**config.mk**
```make
export PLATFORM = sky130hd
export DESIGN_NAME = sorted_unique_address_set_top
export DESIGN_NICKNAME = d
export VERILOG_FILES = /design/src/rtl/sua_pkg.sv /design/src/rtl/sorted_unique_address_set_top.sv /design/src/rtl/sua_ram.sv /design/src/rtl/sua_dp.sv /design/src/rtl/sua_ctrl.sv
export SDC_FILE = /design/constraint.sdc
export NUM_CORES = 2
export LEC_CHECK = 0
export BUFFER_PORTS_ARGS = -buffer_cell sky130_fd_sc_hd__buf_2
export CAP_MARGIN = 20
export CORE_MARGIN = 2
export CORE_UTILIZATION = 50
export DETAILED_ROUTE_END_ITERATION = 7
export GPL_TIMING_DRIVEN = 0
export PLACE_DENSITY = 0.69
export SETUP_SLACK_MARGIN = 0.4
export SLEW_MARGIN = 20
export SYNTH_ARGS = -nofsm -noshare
export SYNTH_HDL_FRONTEND = slang
export SYNTH_HIERARCHICAL = 1
export SYNTH_SLANG_ARGS = --single-unit
```
**constraint.sdc**
```tcl
create_clock -name clk -period 6.9 [get_ports clk]
set_input_delay 0.69 -clock clk [delete_from_list [all_inputs] [get_ports clk]]
set_output_delay 0.69 -clock clk [all_outputs]
set_load 0.03 [all_outputs]
```
**src/rtl/sua_pkg.sv**
```systemverilog
// ============================================================================
// sua_pkg: shared types and constants for the sorted unique address set
// Request/response payloads, status codes, the controller/datapath
// command and status groups, and the byte-order swap.
// ============================================================================
`default_nettype none

package sua_pkg;

    localparam int CAPACITY = 64;
    localparam int TBL_AW   = $clog2(CAPACITY);
    localparam int CNT_W    = $clog2(CAPACITY + 1);
    localparam int ADDR_W   = 32;
    localparam int INDEX_W  = 6;
    localparam int COUNT_W  = 7;

    typedef enum logic {
        OP_ADD  = 1'b0,
        OP_READ = 1'b1
    } op_t;

    typedef enum logic [2:0] {
        ST_ADDED   = 3'd0,
        ST_PRESENT = 3'd1,
        ST_FULL    = 3'd2,
        ST_READ_OK = 3'd3,
        ST_RANGE   = 3'd4
    } status_t;

    typedef struct packed {
        op_t                 op;
        logic [ADDR_W-1:0]   address;
        logic [INDEX_W-1:0]  index;
    } req_t;

    typedef struct packed {
        status_t             status;
        logic [ADDR_W-1:0]   entry_value;
        logic [COUNT_W-1:0]  entry_count;
    } rsp_t;

    // controller -> datapath
    typedef struct packed {
        logic    capture;     // latch the accepted request
        logic    scan;        // walk the table for match / insert position
        logic    shift_init;  // start the move-up pass at the top entry
        logic    shift;       // move entries above the insert point up by one
        logic    place;       // write the new entry, bump the count
        logic    rd_index;    // read the entry at the requested index
        logic    load_out;    // load the response register
        status_t code;        // status of the response being loaded
    } cmd_t;

    // datapath -> controller
    typedef struct packed {
        logic is_read;
        logic scan_done;
        logic found;
        logic full;
        logic shift_done;
        logic idx_ok;
        logic out_free;
    } sts_t;

    function automatic logic [ADDR_W-1:0] swap_bytes(input logic [ADDR_W-1:0] w);
        swap_bytes = {w[7:0], w[15:8], w[23:16], w[31:24]};
    endfunction

endpackage

`default_nettype wire

```
**src/rtl/sorted_unique_address_set_top.sv**
```systemverilog
// ============================================================================
// sorted_unique_address_set_top: sorted table of unique IPv4 addresses
// Add requests insert a byte-swapped address in ascending order unless it
// is already stored or the table is full; read requests return the entry at
// a sorted position, or ST_RANGE with a zero value past the stored count.
// ============================================================================
//
//  channel   payload       valid       stall       carries
//  -------   -----------   ---------   ---------   ------------------------------
//  request   req (req_t)   req_valid   req_stall   op, address, index
//  response  rsp (rsp_t)   rsp_valid   rsp_stall   status, entry_value, entry_count
//
//  One request is worked at a time. A read passes the start, read and finish states.
//  An add walks the table RAM once for the compare, then
//  moves the entries above the insert point up one place (one RAM read and
//  one write per cycle, pipelined); a duplicate or a full table skips the
//  move-up and the placement.
//  The single read port and single write port of the table RAM pace both passes.
//  Reset empties the table at once (count goes to zero); no clearing pass.
//  A new request is taken while an earlier response still waits under
//  rsp_stall; its response is loaded once the response register frees up.
// ============================================================================
`default_nettype none

module sorted_unique_address_set_top (
    input  wire logic          clk,
    input  wire logic          rst_n,
    input  wire logic          req_valid,
    output logic               req_stall,
    input  wire sua_pkg::req_t req,
    output logic               rsp_valid,
    input  wire logic          rsp_stall,
    output sua_pkg::rsp_t      rsp
);

    sua_pkg::cmd_t cmd;
    sua_pkg::sts_t sts;

    // sequencing: accept, scan, decide, move-up, place, index read, respond
    sua_ctrl u_ctrl (
        .clk       (clk),
        .rst_n     (rst_n),
        .req_valid (req_valid),
        .req_stall (req_stall),
        .sts       (sts),
        .cmd       (cmd)
    );

    // table RAM, count, compare and response register
    sua_dp u_dp (
        .clk       (clk),
        .rst_n     (rst_n),
        .req       (req),
        .cmd       (cmd),
        .sts       (sts),
        .rsp_valid (rsp_valid),
        .rsp_stall (rsp_stall),
        .rsp       (rsp)
    );

endmodule

`default_nettype wire

```
**src/rtl/sua_ram.sv**
```systemverilog
// ============================================================================
// sua_ram: generic single-write, single-read RAM
// One write port and one read port; read data is registered and holds
// while no read is issued.
// ============================================================================
`default_nettype none

module sua_ram #(
    parameter int WIDTH = 32,
    parameter int DEPTH = 64
) (
    input  wire logic                     clk,
    input  wire logic                     wr_en,
    input  wire logic [$clog2(DEPTH)-1:0] wr_addr,
    input  wire logic [WIDTH-1:0]         wr_data,
    input  wire logic                     rd_en,
    input  wire logic [$clog2(DEPTH)-1:0] rd_addr,
    output logic      [WIDTH-1:0]         rd_data
);

    logic [WIDTH-1:0] mem [DEPTH];

    always_ff @(posedge clk)
    begin
        if (wr_en)
        begin
            mem[wr_addr] <= wr_data;
        end
        if (rd_en)
        begin
            rd_data <= mem[rd_addr];
        end
    end

endmodule

`default_nettype wire

```
**src/rtl/sua_dp.sv**
```systemverilog
// ============================================================================
// sua_dp: datapath of the sorted unique address set
// Table RAM, entry count, scan pointer, compare logic, move-up pipeline
// and the response register.
// ============================================================================
`default_nettype none

module sua_dp (
    input  wire logic          clk,
    input  wire logic          rst_n,
    input  wire sua_pkg::req_t req,
    input  wire sua_pkg::cmd_t cmd,
    output sua_pkg::sts_t      sts,
    output logic               rsp_valid,
    input  wire logic          rsp_stall,
    output sua_pkg::rsp_t      rsp
);

    // control registers
    logic [sua_pkg::CNT_W-1:0]   count_reg, count_next;
    logic                        cmp_valid_reg, cmp_valid_next;
    logic                        wr_pend_reg, wr_pend_next;
    logic                        rsp_valid_reg, rsp_valid_next;

    // payload registers
    sua_pkg::op_t                op_reg, op_next;
    logic [sua_pkg::ADDR_W-1:0]  host_reg, host_next;
    logic [sua_pkg::INDEX_W-1:0] index_reg, index_next;
    logic [sua_pkg::CNT_W-1:0]   ptr_reg, ptr_next;
    logic [sua_pkg::CNT_W-1:0]   pos_reg, pos_next;
    logic                        found_reg, found_next;
    logic [sua_pkg::TBL_AW-1:0]  wr_addr_reg, wr_addr_next;
    sua_pkg::rsp_t               rsp_reg, rsp_next;

    // RAM ports
    logic                        ram_wr_en;
    logic [sua_pkg::TBL_AW-1:0]  ram_wr_addr;
    logic [sua_pkg::ADDR_W-1:0]  ram_wr_data;
    logic                        ram_rd_en;
    logic [sua_pkg::TBL_AW-1:0]  ram_rd_addr;
    logic [sua_pkg::ADDR_W-1:0]  ram_rd_data;

    logic [sua_pkg::CNT_W-1:0]   ptr_dec;
    logic                        scan_issue;
    logic                        shift_issue;
    logic                        out_free;

    sua_ram #(
        .WIDTH (sua_pkg::ADDR_W),
        .DEPTH (sua_pkg::CAPACITY)
    ) u_table (
        .clk     (clk),
        .wr_en   (ram_wr_en),
        .wr_addr (ram_wr_addr),
        .wr_data (ram_wr_data),
        .rd_en   (ram_rd_en),
        .rd_addr (ram_rd_addr),
        .rd_data (ram_rd_data)
    );

    assign ptr_dec     = ptr_reg - sua_pkg::CNT_W'(1);
    assign scan_issue  = cmd.scan && (ptr_reg != count_reg);
    assign shift_issue = cmd.shift && (ptr_reg != pos_reg);
    assign out_free    = !rsp_valid_reg || !rsp_stall;

    always_comb
    begin
        count_next     = count_reg;
        cmp_valid_next = scan_issue;
        wr_pend_next   = shift_issue;
        rsp_valid_next = rsp_valid_reg && rsp_stall;
        op_next        = op_reg;
        host_next      = host_reg;
        index_next     = index_reg;
        ptr_next       = ptr_reg;
        pos_next       = pos_reg;
        found_next     = found_reg;
        wr_addr_next   = wr_addr_reg;
        rsp_next       = rsp_reg;
        ram_wr_en      = 1'b0;
        ram_wr_addr    = wr_addr_reg;
        ram_wr_data    = ram_rd_data;
        ram_rd_en      = 1'b0;
        ram_rd_addr    = ptr_reg[sua_pkg::TBL_AW-1:0];

        if (cmd.capture)
        begin
            op_next    = req.op;
            host_next  = sua_pkg::swap_bytes(req.address);
            index_next = req.index;
            ptr_next   = '0;
            pos_next   = '0;
            found_next = 1'b0;
        end

        // scan: read at ptr, compare in the next cycle
        if (scan_issue)
        begin
            ram_rd_en = 1'b1;
            ptr_next  = ptr_reg + sua_pkg::CNT_W'(1);
        end
        if (cmp_valid_reg)
        begin
            if (ram_rd_data == host_reg)
            begin
                found_next = 1'b1;
            end
            else if (ram_rd_data < host_reg)
            begin
                pos_next = pos_reg + sua_pkg::CNT_W'(1);
            end
        end

        if (cmd.shift_init)
        begin
            ptr_next = count_reg;
        end

        // move-up: read entry ptr-1, write it to ptr on the next cycle
        if (shift_issue)
        begin
            ram_rd_en    = 1'b1;
            ram_rd_addr  = ptr_dec[sua_pkg::TBL_AW-1:0];
            wr_addr_next = ptr_reg[sua_pkg::TBL_AW-1:0];
            ptr_next     = ptr_dec;
        end
        if (wr_pend_reg)
        begin
            ram_wr_en = 1'b1;
        end

        if (cmd.place)
        begin
            ram_wr_en   = 1'b1;
            ram_wr_addr = pos_reg[sua_pkg::TBL_AW-1:0];
            ram_wr_data = host_reg;
            count_next  = count_reg + sua_pkg::CNT_W'(1);
        end

        if (cmd.rd_index)
        begin
            ram_rd_en   = 1'b1;
            ram_rd_addr = sua_pkg::TBL_AW'(index_reg);
        end

        if (cmd.load_out)
        begin
            rsp_valid_next       = 1'b1;
            rsp_next.status      = cmd.code;
            rsp_next.entry_count = sua_pkg::COUNT_W'(count_reg);
            case (cmd.code)
                sua_pkg::ST_READ_OK: rsp_next.entry_value = ram_rd_data;
                sua_pkg::ST_RANGE:   rsp_next.entry_value = '0;
                default:             rsp_next.entry_value = host_reg;
            endcase
        end
    end

    always_ff @(posedge clk or negedge rst_n)
    begin
        if (!rst_n)
        begin
            count_reg     <= '0;
            cmp_valid_reg <= 1'b0;
            wr_pend_reg   <= 1'b0;
            rsp_valid_reg <= 1'b0;
        end
        else
        begin
            count_reg     <= count_next;
            cmp_valid_reg <= cmp_valid_next;
            wr_pend_reg   <= wr_pend_next;
            rsp_valid_reg <= rsp_valid_next;
        end
    end

    always_ff @(posedge clk)
    begin
        op_reg      <= op_next;
        host_reg    <= host_next;
        index_reg   <= index_next;
        ptr_reg     <= ptr_next;
        pos_reg     <= pos_next;
        found_reg   <= found_next;
        wr_addr_reg <= wr_addr_next;
        rsp_reg     <= rsp_next;
    end

    always_comb
    begin
        sts.is_read    = (op_reg == sua_pkg::OP_READ);
        sts.scan_done  = (ptr_reg == count_reg) && !cmp_valid_reg;
        sts.found      = found_reg;
        sts.full       = (count_reg == sua_pkg::CNT_W'(sua_pkg::CAPACITY));
        sts.shift_done = (ptr_reg == pos_reg) && !wr_pend_reg;
        sts.idx_ok     = (sua_pkg::CNT_W'(index_reg) < count_reg);
        sts.out_free   = out_free;
    end

    assign rsp_valid = rsp_valid_reg;
    assign rsp       = rsp_reg;

endmodule

`default_nettype wire

```
**src/rtl/sua_ctrl.sv**
```systemverilog
// ============================================================================
// sua_ctrl: controller of the sorted unique address set
// Sequences scan, decision, move-up, placement, index read and the
// response load.
// ============================================================================
`default_nettype none

module sua_ctrl (
    input  wire logic          clk,
    input  wire logic          rst_n,
    input  wire logic          req_valid,
    output logic               req_stall,
    input  wire sua_pkg::sts_t sts,
    output sua_pkg::cmd_t      cmd
);

    typedef enum logic [2:0] {
        S_IDLE,
        S_START,
        S_SCAN,
        S_DECIDE,
        S_SHIFT,
        S_PLACE,
        S_READ,
        S_FINISH
    } state_t;

    state_t           state_reg, state_next;
    sua_pkg::status_t code_reg, code_next;

    always_comb
    begin
        state_next     = state_reg;
        code_next      = code_reg;
        cmd            = '0;
        cmd.code       = code_reg;

        case (state_reg)
            S_IDLE:
            begin
                if (req_valid)
                begin
                    cmd.capture = 1'b1;
                    state_next  = S_START;
                end
            end
            S_START:
            begin
                state_next = sts.is_read ? S_READ : S_SCAN;
            end
            S_SCAN:
            begin
                cmd.scan = 1'b1;
                if (sts.scan_done)
                begin
                    state_next = S_DECIDE;
                end
            end
            S_DECIDE:
            begin
                if (sts.found)
                begin
                    code_next  = sua_pkg::ST_PRESENT;
                    state_next = S_FINISH;
                end
                else if (sts.full)
                begin
                    code_next  = sua_pkg::ST_FULL;
                    state_next = S_FINISH;
                end
                else
                begin
                    cmd.shift_init = 1'b1;
                    state_next     = S_SHIFT;
                end
            end
            S_SHIFT:
            begin
                cmd.shift = 1'b1;
                if (sts.shift_done)
                begin
                    state_next = S_PLACE;
                end
            end
            S_PLACE:
            begin
                cmd.place  = 1'b1;
                code_next  = sua_pkg::ST_ADDED;
                state_next = S_FINISH;
            end
            S_READ:
            begin
                cmd.rd_index = 1'b1;
                code_next    = sts.idx_ok ? sua_pkg::ST_READ_OK : sua_pkg::ST_RANGE;
                state_next   = S_FINISH;
            end
            S_FINISH:
            begin
                if (sts.out_free)
                begin
                    cmd.load_out = 1'b1;
                    state_next   = S_IDLE;
                end
            end
            default:
            begin
                state_next = S_IDLE;
            end
        endcase
    end

    always_ff @(posedge clk or negedge rst_n)
    begin
        if (!rst_n)
        begin
            state_reg <= S_IDLE;
            code_reg  <= sua_pkg::ST_ADDED;
        end
        else
        begin
            state_reg <= state_next;
            code_reg  <= code_next;
        end
    end

    assign req_stall = (state_reg != S_IDLE);

endmodule

`default_nettype wire
```
==> out/metrics.cfg <==
[place]
io_buffers=86
dp_worst_setup_slack_ps=431.9
dp_hpwl_microns=162500
gp_congestion=0.9037

[worst_setup_path]
endpoint_kind=register
crit_type=register to register
slowest_stage=clkbuf_1
worstPathCellList=buf_6, nand2b_1, nor2_1, a21boi_1, buf_2, buf_4, o21ai_0, o21ai_0, buf_2, buf_2, clkbuf_1, mux4_2, mux4_2, o22ai_1, nor2_1
path_max_fanout=16
slowest_delay_ps=950
cp-start-kind=register
arrival_ps=7030
crit_top_cell=buf_2
crit_required_ps=7420
critPathTopFamily=buffers and inverters
critPathBufInv=6

[final_layout]
drive_above_1_share=0.2836
largest_reg_flops=2048
fin_nets=4429
areaGrowthSynthToFinish_pct=16.03
fin_util=0.5844

[logic_synthesis]
avgSynthCellArea_sq_um=22.00
synth-edff-count=2174
yosysTopAreaCell=edfxtp_1
synth_nets=3964
yosysWarnings=6
ys_ff_latch=2198
synthArstFlopShare=0.007279
synthFlopType=edfxtp_1
yosysSeqAreaShare=0.7715
syn_inst=3879
ys_types=70
synth_top_cell_area_share=0.7649
synth.cell_area_sq_um=85350
synth.area.top_cells=edfxtp_1 76%, mux4_2 14%, mux2i_1 1.1%

[timing]
tightestPinTransition_ps=1287
post-route-period-util=0.9440
fin_ws_ps=386.1
grt_setup_unrepaired=false
fmax_mhz=153.5
slew_headroom=0.1417
fin_tns_setup_ps=0
drv_slew=0
fin_crit_ps=6514
hold_viol=0
setup_viol=0
fin_skew_ps=27.19

[clock_network]
cts.htree.levels=4
clk_path_buf_depth=3
clk_pin_slew_worst_paths_ps=60
cts_root_buf=clkbuf_16
clock_latency_ps=860
cts_tree=yes
numClockSinks=2198
numCtsBuffers=205

[route]
wirelength_microns=251100
ant_nets=0
firstDrtPassIters=8
avgRoutedWirePerCell_microns=37.22
route.vias.total=44850
drc_errors=0
via_per_inst=6.647
drtIter0Drc=7460

[die]
die_height_microns=417.2
io_pins=87
core_area_sq_um=169500
fp.dieW_microns=417.2
start_util=0.5036
rows=151
die_area_sq_um=174000

[flow_run]
cap_violations=0

[grt]
grt.total_usage=0.2888
grt_first_pass_wirelength_microns=343300
grt_pass1_vias=43520
grt_max_degree=65
antenna_found_initial=8
gr-total-overflow=0

[power]
cellPowerDensity_nw_per_um2=544.3
power.leakage_nw=31.37
ir_worst_vdd_mv=0.5010

[hold_path]
hold_class=primary input to register

[run_status]
status=complete, no violations

-- placed cells by master, fill, tap and decap left out, types with 15 or more instances in the layout --
cell / Yosys / final
clkinv_1: 0 / 59
clkinv_2: 0 / 36
clkbuf_1: 87 / 119
bufinv_16: 0 / 16
buf_12: 0 / 62
o22ai_1: 88 / 86
buf_1: 22 / 19
dfrtp_1: 16 / 16
buf_16: 0 / 53
a22o_1: 33 / 33
edfxtp_1: 2174 / 2174
dlygate4sd3_1: 0 / 38
mux2_4: 1 / 32
xor2_1: 15 / 15
ha_1: 42 / 42
nor2_1: 163 / 100
xnor2_1: 15 / 15
inv_1: 53 / 53
nor3_1: 17 / 15
mux4_2: 544 / 544
mux2i_1: 94 / 94
nand3_1: 19 / 19
nand2b_1: 15 / 15
clkbuf_2: 1 / 15
clkbuf_16: 0 / 209
nand2_1: 54 / 54
a21oi_1: 83 / 83
nor2b_1: 20 / 20
o221ai_1: 28 / 28
buf_2: 65 / 152
buf_4: 30 / 38
nor2_4: 0 / 63
-- area by class of cell --
cell class / count / area, sq um
multi-input combinational: 1414 / 18870
sequential: 2198 / 65840
clock buffer: 255 / 5423
buffer: 213 / 1074
fill: 11740 / 70440
tap: 2218 / 2775
antenna: 12 / 30.03
inverter: 54 / 202.7
timing repair buffer: 258 / 3721
clock inverter: 125 / 1092
-- cell usage after synthesis (5+ instances only) --
| cell type | instances |
|---|---|
| edfxtp_1 | 2174 |
| mux4_2 | 544 |
| nor2_1 | 163 |
| mux2i_1 | 94 |
| o22ai_1 | 88 |
| clkbuf_1 | 87 |
| a21oi_1 | 83 |
| buf_2 | 65 |
| nand2_1 | 54 |
| inv_1 | 53 |
| ha_1 | 42 |
| mux2_2 | 38 |
| a22o_1 | 33 |
| buf_4 | 30 |
| o221ai_1 | 28 |
| buf_1 | 22 |
| nor2b_1 | 20 |
| nand3_1 | 19 |
| nor3_1 | 17 |
| dfrtp_1 | 16 |
| nand2b_1 | 15 |
| o21ai_0 | 15 |
| xnor2_1 | 15 |
| xor2_1 | 15 |
| a22oi_1 | 12 |
| nand4_1 | 12 |
| o211ai_1 | 11 |
| and3_1 | 10 |
| a311oi_1 | 8 |
| buf_6 | 8 |
| dfxtp_1 | 8 |
| or3_1 | 6 |
| nand3b_1 | 5 |
-- through the flow --
stage	hold slack, ps	power (mW)	instances	cell area [sq um]
after detailed placement	428.8	42.50	6317	92060
final	41.48	53.90	6747	99040
after floorplan	394.4	32.25	3879	85350
after CTS	0.6612	53.49	6735	98960
after global placement	422.8	41.84	6183	88550
after global routing	22.09	54.95	6737	99010
-- kinds of logic (layout without fill, tap and decap cells) --
group	after synthesis	in the layout	synth area share
DFF	2198	2198	0.7715
AOI/OAI and AO/OA	319	319	0.02568
and+or+nand+nor	346	346	0.01913
adders and majority gates	42	42	0.006157
buffers and inverters	267	905	0.01473
xor gates and xnor gates	30	30	0.003079
muxes	677	677	0.1598
other	0	12	0
-- where the power goes --
group	internal (mW)	leakage, nW	switching (mW)
Clock	6.17	3.19	4.88
Sequential	17.9	19.8	0.312
Combinational	8.45	8.35	16.2
Total	32.5	31.4	21.4
-- routing by layer --
layer  up-vias  global-route usage  wire, microns
li1      17330                   -              -
met4         6              0.1511          15510
met5         -                   0             37
met1     23580              0.3907          88070
met2      3355              0.4386         114700
met3       583             0.07110          32820
-- repair_timing --
| action | 4_1_cts | 5_1_grt |
|---|---|---|
| hold buffers | 38 | 0 |
| hold endpoints to repair | 53 | 0 |
| setup endpoints to repair | 1 | 7 |
| setup buffers | 0 | 0 |
| resized for setup | 1 | 2 |
-- path summary, 6_finish.rpt --
check                           cells past startpoint  slack (ps)                 from                 endpoint
max in group asynchronous                           2        6270                rst_n        u_dp/count_reg[3]
worst max register to register                     15         390  u_ctrl/state_reg[1]  u_dp/u_table/rd_data[6]
worst min-delay path                                1          40              req[17]        u_dp/host_reg[19]
worst max-delay path                               15         390  u_ctrl/state_reg[1]  u_dp/u_table/rd_data[6]
worst min register to register                      0         440    u_dp/count_reg[2]              u_dp/rsp[2]
min in group asynchronous                           2         320                rst_n       u_ctrl/code_reg[0]
(Power assumes the default switching activity.)
